[src/rtl/sled_pkg.sv]
// ----------------------------------------------------------------------------
// sled_pkg
// Shared types and constants for the start/length/end byte deframer.
// ----------------------------------------------------------------------------
`default_nettype none

package sled_pkg;

   localparam int BYTE_W = 8;

   typedef logic [BYTE_W-1:0] byte_type;
   typedef logic [1:0]        kind_type;

   // frame parser phase
   typedef enum logic [2:0] {
      PH_HUNT    = 3'd0,
      PH_TYPE    = 3'd1,
      PH_LENGTH  = 3'd2,
      PH_PAYLOAD = 3'd3,
      PH_TERM    = 3'd4
   } phase_type;

   // result kinds
   localparam kind_type KIND_DATA = 2'd0;
   localparam kind_type KIND_GOOD = 2'd1;
   localparam kind_type KIND_BAD  = 2'd2;

   // register indexes
   typedef logic csr_index_type;
   localparam csr_index_type CSR_START_BYTE = 1'b0;
   localparam csr_index_type CSR_END_BYTE   = 1'b1;

   localparam byte_type START_BYTE_RESET = 8'd2;
   localparam byte_type END_BYTE_RESET   = 8'd3;

endpackage

`default_nettype wire

[src/rtl/sled_req_if.sv]
// ----------------------------------------------------------------------------
// sled_req_if
// Received byte channel: valid/ready handshake with one byte of payload.
// ----------------------------------------------------------------------------
`default_nettype none

interface sled_req_if;
   import sled_pkg::*;

   logic     valid;
   logic     ready;
   byte_type rx_byte;

   modport source (output valid, output rx_byte, input ready);
   modport sink   (input valid, input rx_byte, output ready);
endinterface

`default_nettype wire

[src/rtl/sled_rsp_if.sv]
// ----------------------------------------------------------------------------
// sled_rsp_if
// Result channel: payload bytes and frame end status.
// ----------------------------------------------------------------------------
`default_nettype none

interface sled_rsp_if;
   import sled_pkg::*;

   logic     valid;
   logic     ready;
   kind_type result_kind;
   byte_type frame_kind;
   byte_type payload_byte;
   byte_type byte_index;
   byte_type payload_length;

   modport source (output valid, output result_kind, output frame_kind,
                   output payload_byte, output byte_index, output payload_length,
                   input ready);
   modport sink   (input valid, input result_kind, input frame_kind,
                   input payload_byte, input byte_index, input payload_length,
                   output ready);
endinterface

`default_nettype wire

[src/rtl/sof_length_eof_deframer.sv]
// ----------------------------------------------------------------------------
// sof_length_eof_deframer
// Hunts for a start byte, takes type and length, emits each payload byte
// and then a good or bad terminator result.
// ----------------------------------------------------------------------------
//   channel   dir   content                                     handshake
//   req_ch    in    rx_byte                                     valid/ready
//   rsp_ch    out   result_kind, frame_kind, payload_byte,      valid/ready
//                   byte_index, payload_length
//   csr_*     in    csr_index 0 start_byte, 1 end_byte          write enable
//
// One byte per cycle sustained while results are taken. A byte is registered
// in the input register and its result in the output register. Reset returns
// the parser to hunting and loads 2 and 3 into the start and end byte
// registers. A stalled result holds the parser; the input register still
// takes one more byte behind it.
// ----------------------------------------------------------------------------
`default_nettype none

module sof_length_eof_deframer (
   input  wire                    clock,
   input  wire                    reset,
   sled_req_if.sink               req_ch,
   sled_rsp_if.source             rsp_ch,
   input  wire                    csr_we,
   input  wire sled_pkg::csr_index_type csr_index,
   input  wire sled_pkg::byte_type     csr_wdata
);
   import sled_pkg::*;

   // configuration
   byte_type  start_byte_ff, end_byte_ff;

   // input register
   logic      in_valid_ff;
   byte_type  in_byte_ff;

   // parser state
   phase_type phase_ff, phase_in;
   byte_type  held_kind_ff, held_kind_in;
   byte_type  held_length_ff, held_length_in;
   byte_type  bytes_left_ff, bytes_left_in;
   byte_type  next_index_ff, next_index_in;

   // result register
   logic      out_valid_ff, out_valid_in;
   kind_type  out_kind_ff, out_kind_in;
   byte_type  out_frame_ff, out_frame_in;
   byte_type  out_data_ff, out_data_in;
   byte_type  out_index_ff, out_index_in;
   byte_type  out_length_ff, out_length_in;

   logic      emit;
   logic      stage_go;

   // the parser moves when the result register is free or being emptied
   assign stage_go     = in_valid_ff && (!out_valid_ff || rsp_ch.ready);
   assign req_ch.ready = !in_valid_ff || stage_go;

   always_ff @(posedge clock) begin
      if (reset) begin
         start_byte_ff <= START_BYTE_RESET;
         end_byte_ff   <= END_BYTE_RESET;
      end else if (csr_we) begin
         case (csr_index)
            CSR_START_BYTE: start_byte_ff <= csr_wdata;
            CSR_END_BYTE:   end_byte_ff   <= csr_wdata;
            default: ;
         endcase
      end
   end

   always_ff @(posedge clock) begin
      if (reset) begin
         in_valid_ff <= 1'b0;
      end else if (req_ch.ready) begin
         in_valid_ff <= req_ch.valid;
      end
   end

   always_ff @(posedge clock) begin
      if (req_ch.valid && req_ch.ready) begin
         in_byte_ff <= req_ch.rx_byte;
      end
   end

   // next phase
   always_comb begin
      phase_in = phase_ff;
      if (stage_go) begin
         case (phase_ff)
            PH_TYPE:    phase_in = PH_LENGTH;
            PH_LENGTH:  phase_in = (in_byte_ff == '0) ? PH_TERM : PH_PAYLOAD;
            PH_PAYLOAD: phase_in = (bytes_left_ff == 8'd1) ? PH_TERM : PH_PAYLOAD;
            PH_TERM:    phase_in = PH_HUNT;
            default:    phase_in = (in_byte_ff == start_byte_ff) ? PH_TYPE : PH_HUNT;
         endcase
      end
   end

   // held fields and result
   always_comb begin
      held_kind_in   = held_kind_ff;
      held_length_in = held_length_ff;
      bytes_left_in  = bytes_left_ff;
      next_index_in  = next_index_ff;
      emit           = 1'b0;
      out_kind_in    = KIND_DATA;
      out_data_in    = '0;
      out_index_in   = '0;
      if (stage_go) begin
         case (phase_ff)
            PH_TYPE: begin
               held_kind_in = in_byte_ff;
            end
            PH_LENGTH: begin
               held_length_in = in_byte_ff;
               bytes_left_in  = in_byte_ff;
               next_index_in  = '0;
            end
            PH_PAYLOAD: begin
               emit          = 1'b1;
               out_kind_in   = KIND_DATA;
               out_data_in   = in_byte_ff;
               out_index_in  = next_index_ff;
               next_index_in = next_index_ff + 8'd1;
               bytes_left_in = bytes_left_ff - 8'd1;
            end
            PH_TERM: begin
               emit        = 1'b1;
               out_kind_in = (in_byte_ff == end_byte_ff) ? KIND_GOOD : KIND_BAD;
            end
            default: ;
         endcase
      end
      out_frame_in  = held_kind_ff;
      out_length_in = held_length_ff;
      out_valid_in  = emit || (out_valid_ff && !rsp_ch.ready);
   end

   always_ff @(posedge clock) begin
      if (reset) begin
         phase_ff       <= PH_HUNT;
         held_kind_ff   <= '0;
         held_length_ff <= '0;
         bytes_left_ff  <= '0;
         next_index_ff  <= '0;
         out_valid_ff   <= 1'b0;
      end else begin
         phase_ff       <= phase_in;
         held_kind_ff   <= held_kind_in;
         held_length_ff <= held_length_in;
         bytes_left_ff  <= bytes_left_in;
         next_index_ff  <= next_index_in;
         out_valid_ff   <= out_valid_in;
      end
   end

   always_ff @(posedge clock) begin
      if (emit) begin
         out_kind_ff   <= out_kind_in;
         out_frame_ff  <= out_frame_in;
         out_data_ff   <= out_data_in;
         out_index_ff  <= out_index_in;
         out_length_ff <= out_length_in;
      end
   end

   assign rsp_ch.valid          = out_valid_ff;
   assign rsp_ch.result_kind    = out_kind_ff;
   assign rsp_ch.frame_kind     = out_frame_ff;
   assign rsp_ch.payload_byte   = out_data_ff;
   assign rsp_ch.byte_index     = out_index_ff;
   assign rsp_ch.payload_length = out_length_ff;

   // payload phase never runs with nothing left to count
   a_left_nonzero: assert property (@(posedge clock) disable iff (reset)
      phase_ff == PH_PAYLOAD |-> bytes_left_ff != '0)
      else $error("payload phase with zero bytes left");

   // a data result always lies inside the declared length
   a_index_range: assert property (@(posedge clock) disable iff (reset)
      rsp_ch.valid && rsp_ch.result_kind == KIND_DATA
         |-> rsp_ch.byte_index < rsp_ch.payload_length)
      else $error("payload index beyond declared length");

   // type byte is always followed by the length phase
   a_type_then_len: assert property (@(posedge clock) disable iff (reset)
      stage_go && phase_ff == PH_TYPE |=> phase_ff == PH_LENGTH)
      else $error("type byte not followed by length phase");

   // no result without a transfer through the parser or a held result
   a_no_phantom: assert property (@(posedge clock) disable iff (reset)
      !stage_go && !(out_valid_ff && !rsp_ch.ready) |=> !out_valid_ff)
      else $error("result appeared without a parser step");

endmodule

`default_nettype wire
[src/flat_wrapper.sv]
// flat-port wrapper written by rule: the top's interface ports become plain ports
module sof_length_eof_deframer_flat import sled_pkg::*;
  (clock, reset, csr_we, csr_index, csr_wdata, req_ch_valid, req_ch_rx_byte, req_ch_ready, rsp_ch_valid, rsp_ch_result_kind, rsp_ch_frame_kind, rsp_ch_payload_byte, rsp_ch_byte_index, rsp_ch_payload_length, rsp_ch_ready);
  sled_req_if req_ch_i ();
  sled_rsp_if rsp_ch_i ();
  input  wire clock;
  input  wire reset;
  input  wire csr_we;
  input  wire sled_pkg::csr_index_type csr_index;
  input  wire sled_pkg::byte_type csr_wdata;
  input wire logic [$bits(req_ch_i.valid)-1:0] req_ch_valid;
  input wire logic [$bits(req_ch_i.rx_byte)-1:0] req_ch_rx_byte;
  output wire logic [$bits(req_ch_i.ready)-1:0] req_ch_ready;
  output wire logic [$bits(rsp_ch_i.valid)-1:0] rsp_ch_valid;
  output wire logic [$bits(rsp_ch_i.result_kind)-1:0] rsp_ch_result_kind;
  output wire logic [$bits(rsp_ch_i.frame_kind)-1:0] rsp_ch_frame_kind;
  output wire logic [$bits(rsp_ch_i.payload_byte)-1:0] rsp_ch_payload_byte;
  output wire logic [$bits(rsp_ch_i.byte_index)-1:0] rsp_ch_byte_index;
  output wire logic [$bits(rsp_ch_i.payload_length)-1:0] rsp_ch_payload_length;
  input wire logic [$bits(rsp_ch_i.ready)-1:0] rsp_ch_ready;
  assign req_ch_i.valid = req_ch_valid;
  assign req_ch_i.rx_byte = req_ch_rx_byte;
  assign req_ch_ready = req_ch_i.ready;
  assign rsp_ch_valid = rsp_ch_i.valid;
  assign rsp_ch_result_kind = rsp_ch_i.result_kind;
  assign rsp_ch_frame_kind = rsp_ch_i.frame_kind;
  assign rsp_ch_payload_byte = rsp_ch_i.payload_byte;
  assign rsp_ch_byte_index = rsp_ch_i.byte_index;
  assign rsp_ch_payload_length = rsp_ch_i.payload_length;
  assign rsp_ch_i.ready = rsp_ch_ready;
  sof_length_eof_deframer u_core (.clock(clock), .reset(reset), .req_ch(req_ch_i), .rsp_ch(rsp_ch_i), .csr_we(csr_we), .csr_index(csr_index), .csr_wdata(csr_wdata));
endmodule
[config.mk]
export PLATFORM = sky130hd
export DESIGN_NAME = sof_length_eof_deframer_flat
export DESIGN_NICKNAME = d
export VERILOG_FILES = /design/src/rtl/sled_pkg.sv /design/src/rtl/sled_req_if.sv /design/src/rtl/sled_rsp_if.sv /design/src/rtl/sof_length_eof_deframer.sv /design/src/flat_wrapper.sv
export SDC_FILE = /design/constraint.sdc
export NUM_CORES = 1
export LEC_CHECK = 0
export ABC_AREA = 1
export BUFFER_PORTS_ARGS = -buffer_cell sky130_fd_sc_hd__buf_2
export CAP_MARGIN = 25
export CORE_ASPECT_RATIO = 1.25
export CORE_UTILIZATION = 51
export CTS_CLUSTER_DIAMETER = 50
export CTS_CLUSTER_SIZE = 10
export DETAILED_ROUTE_END_ITERATION = 12
export MAX_ROUTING_LAYER = met4
export PLACE_DENSITY = 0.78
export REMOVE_ABC_BUFFERS = 1
export SLEW_MARGIN = 5
export SYNTH_ARGS = -nofsm -noshare
export SYNTH_HDL_FRONTEND = slang
export SYNTH_SLANG_ARGS = --single-unit
[constraint.sdc]
create_clock -name clock -period 2 [get_ports clock]
set_input_delay 0.1 -clock clock [delete_from_list [all_inputs] [get_ports clock]]
set_output_delay 0.1 -clock clock [all_outputs]
set_load 0.005 [all_outputs]
==> results of run 1 <==
[how the worst min path moves through the flow]
stage,from,end,cells past startpoint
final,req_ch_valid,u_core.in_valid_ff$_SDFFE_PP0N_,3
after global routing,req_ch_valid,u_core.in_valid_ff$_SDFFE_PP0N_,3
after CTS,req_ch_valid,u_core.in_valid_ff$_SDFFE_PP0N_,3
after detailed placement,req_ch_rx_byte[7],u_core.in_byte_ff[7]$_DFFE_PP_,1
after global placement,req_ch_rx_byte[4],u_core.in_byte_ff[4]$_DFFE_PP_,1
after floorplan,reset,u_core.bytes_left_ff[3]$_SDFFE_PP0P_,1
[kinds of logic (layout without fill, tap and decap cells)]
| kind of cell | Yosys count | in the layout | synth area share [%] |
|---|---|---|---|
| AO/OA/AOI/OAI | 85 | 85 | 11.67 |
| XOR/XNOR | 17 | 17 | 3.804 |
| adder cells (fa/ha/maj) | 3 | 3 | 0.9592 |
| buffers and inverters | 53 | 136 | 6.042 |
| flip-flops | 95 | 95 | 59.34 |
| AND/OR/NAND/NOR | 162 | 162 | 18.19 |
[cell usage after synthesis]
| library cell | number | area share [%] |
|---|---|---|
| or2_4 | 1 | 0.22 |
| a21oi_1 | 35 | 4.5 |
| nand2_4 | 1 | 0.29 |
| nand2_1 | 64 | 6.1 |
| clkbuf_1 | 4 | 0.38 |
| o21ai_1 | 2 | 0.26 |
| xnor2_1 | 13 | 2.9 |
| o21bai_1 | 1 | 0.19 |
| dfxtp_1 | 53 | 27 |
| inv_1 | 38 | 3.6 |
| or2_2 | 2 | 0.32 |
| buf_2 | 4 | 0.51 |
| a31oi_1 | 2 | 0.32 |
| nor2_1 | 60 | 5.8 |
| ha_1 | 3 | 0.96 |
| nor4_1 | 1 | 0.16 |
| buf_12 | 1 | 0.51 |
| a211oi_2 | 1 | 0.32 |
| buf_6 | 2 | 0.58 |
| o21ai_2 | 3 | 0.67 |
| a21oi_2 | 2 | 0.45 |
| nor3_1 | 3 | 0.38 |
| nand4_1 | 8 | 1.3 |
| nor2_8 | 1 | 0.51 |
| nor2_2 | 4 | 0.64 |
| nand3_2 | 2 | 0.51 |
| inv_2 | 1 | 0.096 |
| clkinv_1 | 2 | 0.19 |
| nand3_1 | 13 | 1.7 |
| o21ai_0 | 39 | 5.0 |
| edfxtp_1 | 42 | 32 |
| xor2_1 | 4 | 0.90 |
| clkinv_2 | 1 | 0.13 |
| nand2_2 | 2 | 0.32 |
[worst max-delay path: stages (launching register included)]
cell and delay (ns):
dfxtp_1 0.32, inv_1 0.14, nand3_2 0.10, nor2_2 0.17, inv_2 0.16, nand2_1 0.14
buf_12 0.21
[power breakdown]
| part | switching (mW) | internal (mW) |
|---|---|---|
| Sequential | 0.0438 | 2.06 |
| Clock | 0.719 | 0.734 |
| Combinational | 0.130 | 0.104 |
[flip-flops by register name, indices dropped and copies added, names as in the netlist]
signal,flops
u_core.rsp_ch.payload_byte,8
u_core.bytes_left_ff,8
u_core.rsp_ch.byte_index,8
u_core.end_byte_ff,8
u_core.held_kind_ff,8
u_core.held_length_ff,8
u_core.in_byte_ff,8
u_core.in_valid_ff,1
u_core.rsp_ch.payload_length,8
u_core.rsp_ch.valid,1
u_core.phase_ff,3
u_core.rsp_ch.frame_kind,8
u_core.next_index_ff,8
u_core.start_byte_ff,8
u_core.rsp_ch.result_kind,2
[per-layer routing]
metal  part of all wire, %  GRT usage (%)
met5                     0              -
met4                   1.8          8.516
met3                   4.2          4.727
met2                    51          37.81
met1                    43          25.25
[metrics by stage]
stage | setup TNS, ns | total power, mW | hold WS, ns | util, %
2_1_floorplan | -2.606 | 2.277 | 0.1691 | -
3_3_place_gp | 0 | 2.348 | 0.2764 | 58.02
3_5_place_dp | 0 | 2.356 | 0.2781 | 58.02
4_1_cts | 0 | 3.800 | 0.01591 | 63.26
5_1_grt | 0 | 3.928 | 0.02885 | 63.26
6_report | 0 | 3.790 | 0.02559 | 63.26
[what timing repair did]
item | 4_1_cts | 5_1_grt
setup endpoints to repair | 0 | 0
hold buffers | 15 | 0
endpoints found under the hold margin | 20 | 0
[area by class of cell]
cell class              instances  area share (%)
multi-input cells             267           28.94
clock inverters                 7           2.432
repair buffers                 78           10.53
flip-flops and latches         95           49.60
clock buffers                   9           2.646
inverters                      42           3.394
well taps                      92           2.459
==> results.md, run 1 <==
- Pwr/cell area: 809.5 nW/um2
- Max-slew violations: 0
- 1st-pass router iterations: 5
- # fillers: 610
- Yosys cell types: 34
- Most frequent cells in the layout: nand2_1 (64), nor2_1 (60), buf_2 (57)
- FF/Latch Area: 2322 um2
- Core ar.: 7401 um2
- First-pass GRT wire length: 13.24 mm
- Port Buf Inserts: 57
- Cts repair resizes: 0
- GRT overflow: 0
- Clock skew: 0.01061 ns
- Rows: 35
- Syn Inst Count: 415
- Via count: 2995
- H-tree depth: 3
- Worst EP required: around 2 ns
- Worst-Margin Slew: 0.3933 ns
- Minimum clock period: about 1.6 ns
- Final hold violations: 0
- Multi-input logic area: 1355 um2
- Reg-to-Reg Start: u_core.phase_ff[2]$_SDFFE_PP0P_
- GPL Wtd Cong: 0.9223
- Clock Latency Late Sink: 0.36 ns
- RSZ-0062 raised after global routing: no
- Post-Route WL: 7.618 mm
- Residual DRC count: 0
- Chip Height: 99.94 um
- Post-CTS setup buffers: 0
- Antenna Nets Post-Route: 0
- Iteration-0 DRC count of the detailed router: between 150 and 200
- Non-filler cells, final: between 500 and 600
- Status: finished, final reports clean
- Cell area after layout: between 4000 and 5000 um2
- Maximum vdd drop: 0.6596 mV
- Worst min-delay path class: input pin to register
- Reg2reg setup slack: 0.45 ns
- Max-cap viol count: 0
- Worst setup SP type: register
- CP Capture Point: u_core.rsp_ch.payload_byte[7]$_SDFFCE_PN0P_
- Cells on worst reg2reg path: 6
- Total Routing Usage GR: 22.17%
- Vias in the first global route: 2937
- Setup CP Type: register to register
- F_max: 0.6441 GHz
- Synth warn: 0
- TritonCTS Buffers: 9
- Crit path max fanout: 34
- Worst-path clk slew: 0.10 ns
- Via density: around 5.1
- CTS tree: built
- Worst Setup End Kind: register
- Final Cycle Share: between 70% and 80%
- DP Worst Slack: around 0.46 ns
- Clock Root Buffer: clkbuf_8
- Max-slew headroom: 73.68%
- Area grow syn2layout: 19.63%
- Placed instance count: between 500 and 600
- #FFs+latches synth: 95
- Total Die Area: 8031 um2
- Fraction of final layout cells sized beyond drive strength 1: between 20% and 30%
- Initial antenna violation count: 0
- Total clock sinks: 95
- Post-Syn Area: approximately 3900 um2
- Starting Density: between 50 and 60%
- Setup ws final: about 0.45 ns
- Leak: 1.973 nW
- # IOs: 58
- Antenna cells: 0
- Sequential area share after synthesis: roughly three fifths
- Hpwl dp: approximately 5.3 mm
- Final setup violation count: 0
- Final net count: 518
- Routed len/inst: 12.91 um
- Critical Path AT: 1.62 ns
- Placed Area: 4294 um2
- Largest net degree at the start of global routing: 35
- Crit. Startpoint: u_core.phase_ff[2]$_SDFFE_PP0P_
- Most common cell after layout, fill and taps aside: nand2_1
- CTS Buffer Depth: 2
- Mean area per synthesized cell: approximately 9.4 um2
- R2R Path End: u_core.rsp_ch.payload_byte[7]$_SDFFCE_PN0P_
- Die X: roughly 80 um
Note: power is estimated with default switching activity, not from simulation.
==> run 2, diff against run 1 <==
==> constraint.sdc (replaced) <==
create_clock -name clock -period 1.4 [get_ports clock]
set_input_delay 0.07 -clock clock [delete_from_list [all_inputs] [get_ports clock]]
set_output_delay 0.07 -clock clock [all_outputs]
set_load 0.005 [all_outputs]
==> run 2 against run 1 <==
  * Hold slack worse by 0.012 ns
  * Wire length up 15%
  * Sequential power up 43%
  * Die area unchanged
  * Global-route usage up 0.82 points
  * Clock power up 27%
  * Clock skew up 0.0016 ns
  * Combinational power up 77%
  * Sequential cell count unchanged
  * Final area up 5.2%
  * Final cell count up 4.6%
  * Count of clock-buffer cells in the layout up 1
  * Critical path type unchanged
  * Largest cell class unchanged
==> results.md, run 2 (synthesis results as in run 1) <==
- Core ar.: 7401 um2 (unchanged)
- First-pass GRT wire length: 13.68 mm (+3.3%)
- Crit-path max cell delay: 0.35 ns (+0.03 ns)
- Minimum clock period: 1.345 ns (-0.2073 ns)
- Cell area after layout: 4925 um2 (+5.2%)
- Max-cap viol count: 0 (unchanged)
- Final net count: 545 (+5.2%)
- Final hold violations: 0 (unchanged)
- Status: finished, final reports clean
- Max-slew headroom: 79.69% (+6.0 points)
- Setup CP Type: register to register
- Critical-path cell list: nand2_2 > nand2_4 > inv_4 > nand2_2 > buf_4 > nor4_4
- Iteration-0 DRC count of the detailed router: 137 (-14%)
- Routed len/inst: 14.20 um (+10%)
- Total Routing Usage GR: 22.99% (+0.82 points)
- Pwr/cell area: 1068 nW/um2 (+32%)
- Worst Setup End Kind: register
- Crit path max fanout: 7 (-79%)
- DP Worst Slack: -0.03440 ns (-0.4943 ns)
- Fraction of final layout cells sized beyond drive strength 1: 25.90% (+5.8 points)
- Post-Route WL: 8.764 mm (+15%)
- Crit-path slowest cell: dfxtp_1
- Die X: 80.36 um (unchanged)
- Worst-Margin Slew: 0.3044 ns (-0.08894 ns)
- Maximum vdd drop: 0.8078 mV (+22%)
- Starting Density: 52.88% (unchanged)
- Most common cell after layout, fill and taps aside: nand2_1
- Clock Latency Late Sink: 0.37 ns (about the same)
- Leak: 2.098 nW (+6.4%)
- GRT overflow: 0 (unchanged)
- Setup ws final: 0.05487 ns (-0.3927 ns)
- Final setup violation count: 0 (unchanged)
- TritonCTS Buffers: 9 (unchanged)
- Post-layout util: 66.54% (+3.3 points)
- Antenna cells: 0 (unchanged)
- Setup tns final: 0 ns (unchanged)
- Total clock sinks: 95 (unchanged)
- # IOs: 58 (unchanged)
- Most frequent cells in the layout: nand2_1 (61), nor2_1 (59), buf_2 (57)
- CTS tree: built
- Max-slew violations: 0 (unchanged)
- Via density: 5.201 (+2.5%)
- Residual DRC count: 0 (unchanged)
- Worst EP required: 1.60 ns (-0.46 ns)
- Vias in the first global route: 3096 (+5.4%)
- Most common cell on crit path: nand2_2
- Via count: 3209 (+7.1%)
- Worst setup SP type: register
- Chip Height: 99.94 um (unchanged)
- Worst min-delay path class: input pin to register
- Largest net degree at the start of global routing: 26 (-26%)
- Antenna Nets Post-Route: 0 (unchanged)
- Critical Path AT: 1.55 ns (-0.07 ns)
- Worst-path clk slew: 0.09 ns (about the same)
- Clock skew: 0.01218 ns (+0.001577 ns)
- Total Die Area: 8031 um2 (unchanged)
- Area grow syn2layout: 25.83%
- Hpwl dp: 5.650 mm (+6.0%)
- Final Cycle Share: 96.08% (+18 points)
- Port Buf Inserts: 57 (unchanged)
- Rows: 35 (unchanged)
- GPL Wtd Cong: 0.8608 (-6.7%)
- H-tree depth: 3 (unchanged)
- 1st-pass router iterations: 6 (+1)
- Initial antenna violation count: 0 (unchanged)
- Placed Area: 4369 um2 (+1.7%)
- Clock Root Buffer: clkbuf_8
- CTS Buffer Depth: 2 (unchanged)
- F_max: 0.7434 GHz (+15%)
==> run 2: changes by cell type in the layout (fill, tap and decap cells not counted), moves of 3 or more <==
cell,change
o21ai_0,-5
o21ai_1,+5
inv_1,-3
buf_4,+23
nand2_1,-3
==> run 2: critical path, delay by kind of cell (launching register included) <==
kind	cells	cell delay (ns)
flip-flops	1	0.35
AND/OR/NAND/NOR	4	0.58
buffers and inverters	2	0.26
==> run 2: worst paths after layout <==
check                                      start                                          to  slack [ns]  cells past startpoint
max               u_core.rsp_ch.valid$_SDFF_PP0_  u_core.rsp_ch.result_kind[0]$_SDFFCE_PN0P_        0.05                      6
max reg2reg       u_core.rsp_ch.valid$_SDFF_PP0_  u_core.rsp_ch.result_kind[0]$_SDFFCE_PN0P_        0.05                      6
min reg2reg  u_core.held_kind_ff[2]$_SDFFE_PP0P_       u_core.rsp_ch.frame_kind[2]$_DFFE_PP_        0.44                      0
min                                 csr_wdata[3]          u_core.end_byte_ff[3]$_SDFFE_PP0P_        0.01                      3
==> run 2: layout make-up <==
| cell class | instances | area [um2] |
|---|---|---|
| fillers | 571 | 2476 |
| flip-flops and latches | 95 | 2325 |
| multi-input cells | 268 | 1406 |
| repair buffers | 104 | 711.9 |
| inverters | 42 | 162.7 |
| clock buffers | 10 | 137.6 |
| well taps | 92 | 115.1 |
| clock inverters | 6 | 66.31 |
==> run 2: report_power, final <==
group	switching, mW	internal [mW]	total [mW]
combinational	0.223	0.191	0.415
clock	0.961	0.880	1.84
sequential	0.0616	2.94	3.00
==> run 2: routing by layer <==
metal / up-vias / wire length, um / global-route usage, %
met2: 107 / 4713 / 40.03
met4: 0 / 161 / 9.890
met3: 16 / 397 / 4.818
li1: 1590 / - / -
met1: 1496 / 3492 / 25.01
met5: - / 0 / -
==> run 2: stage by stage <==
step                      hold slack, ns  total power [mW]  cells
after floorplan                   0.1391             3.253    404
after global placement            0.2460             3.364    569
after detailed placement          0.2481             3.379    569
after CTS                        0.01551             5.211    601
after global routing             0.03002             5.431    617
final                            0.01373             5.260    617
==> run 2: repair_timing <==
action	CTS	global route
pin swaps	0	2
endpoints found under the setup margin	36	59
gates resized for setup	2	20
setup buffers	0	14
hold buffers	16	0
gates cloned	0	2
hold endpoints to repair	22	0
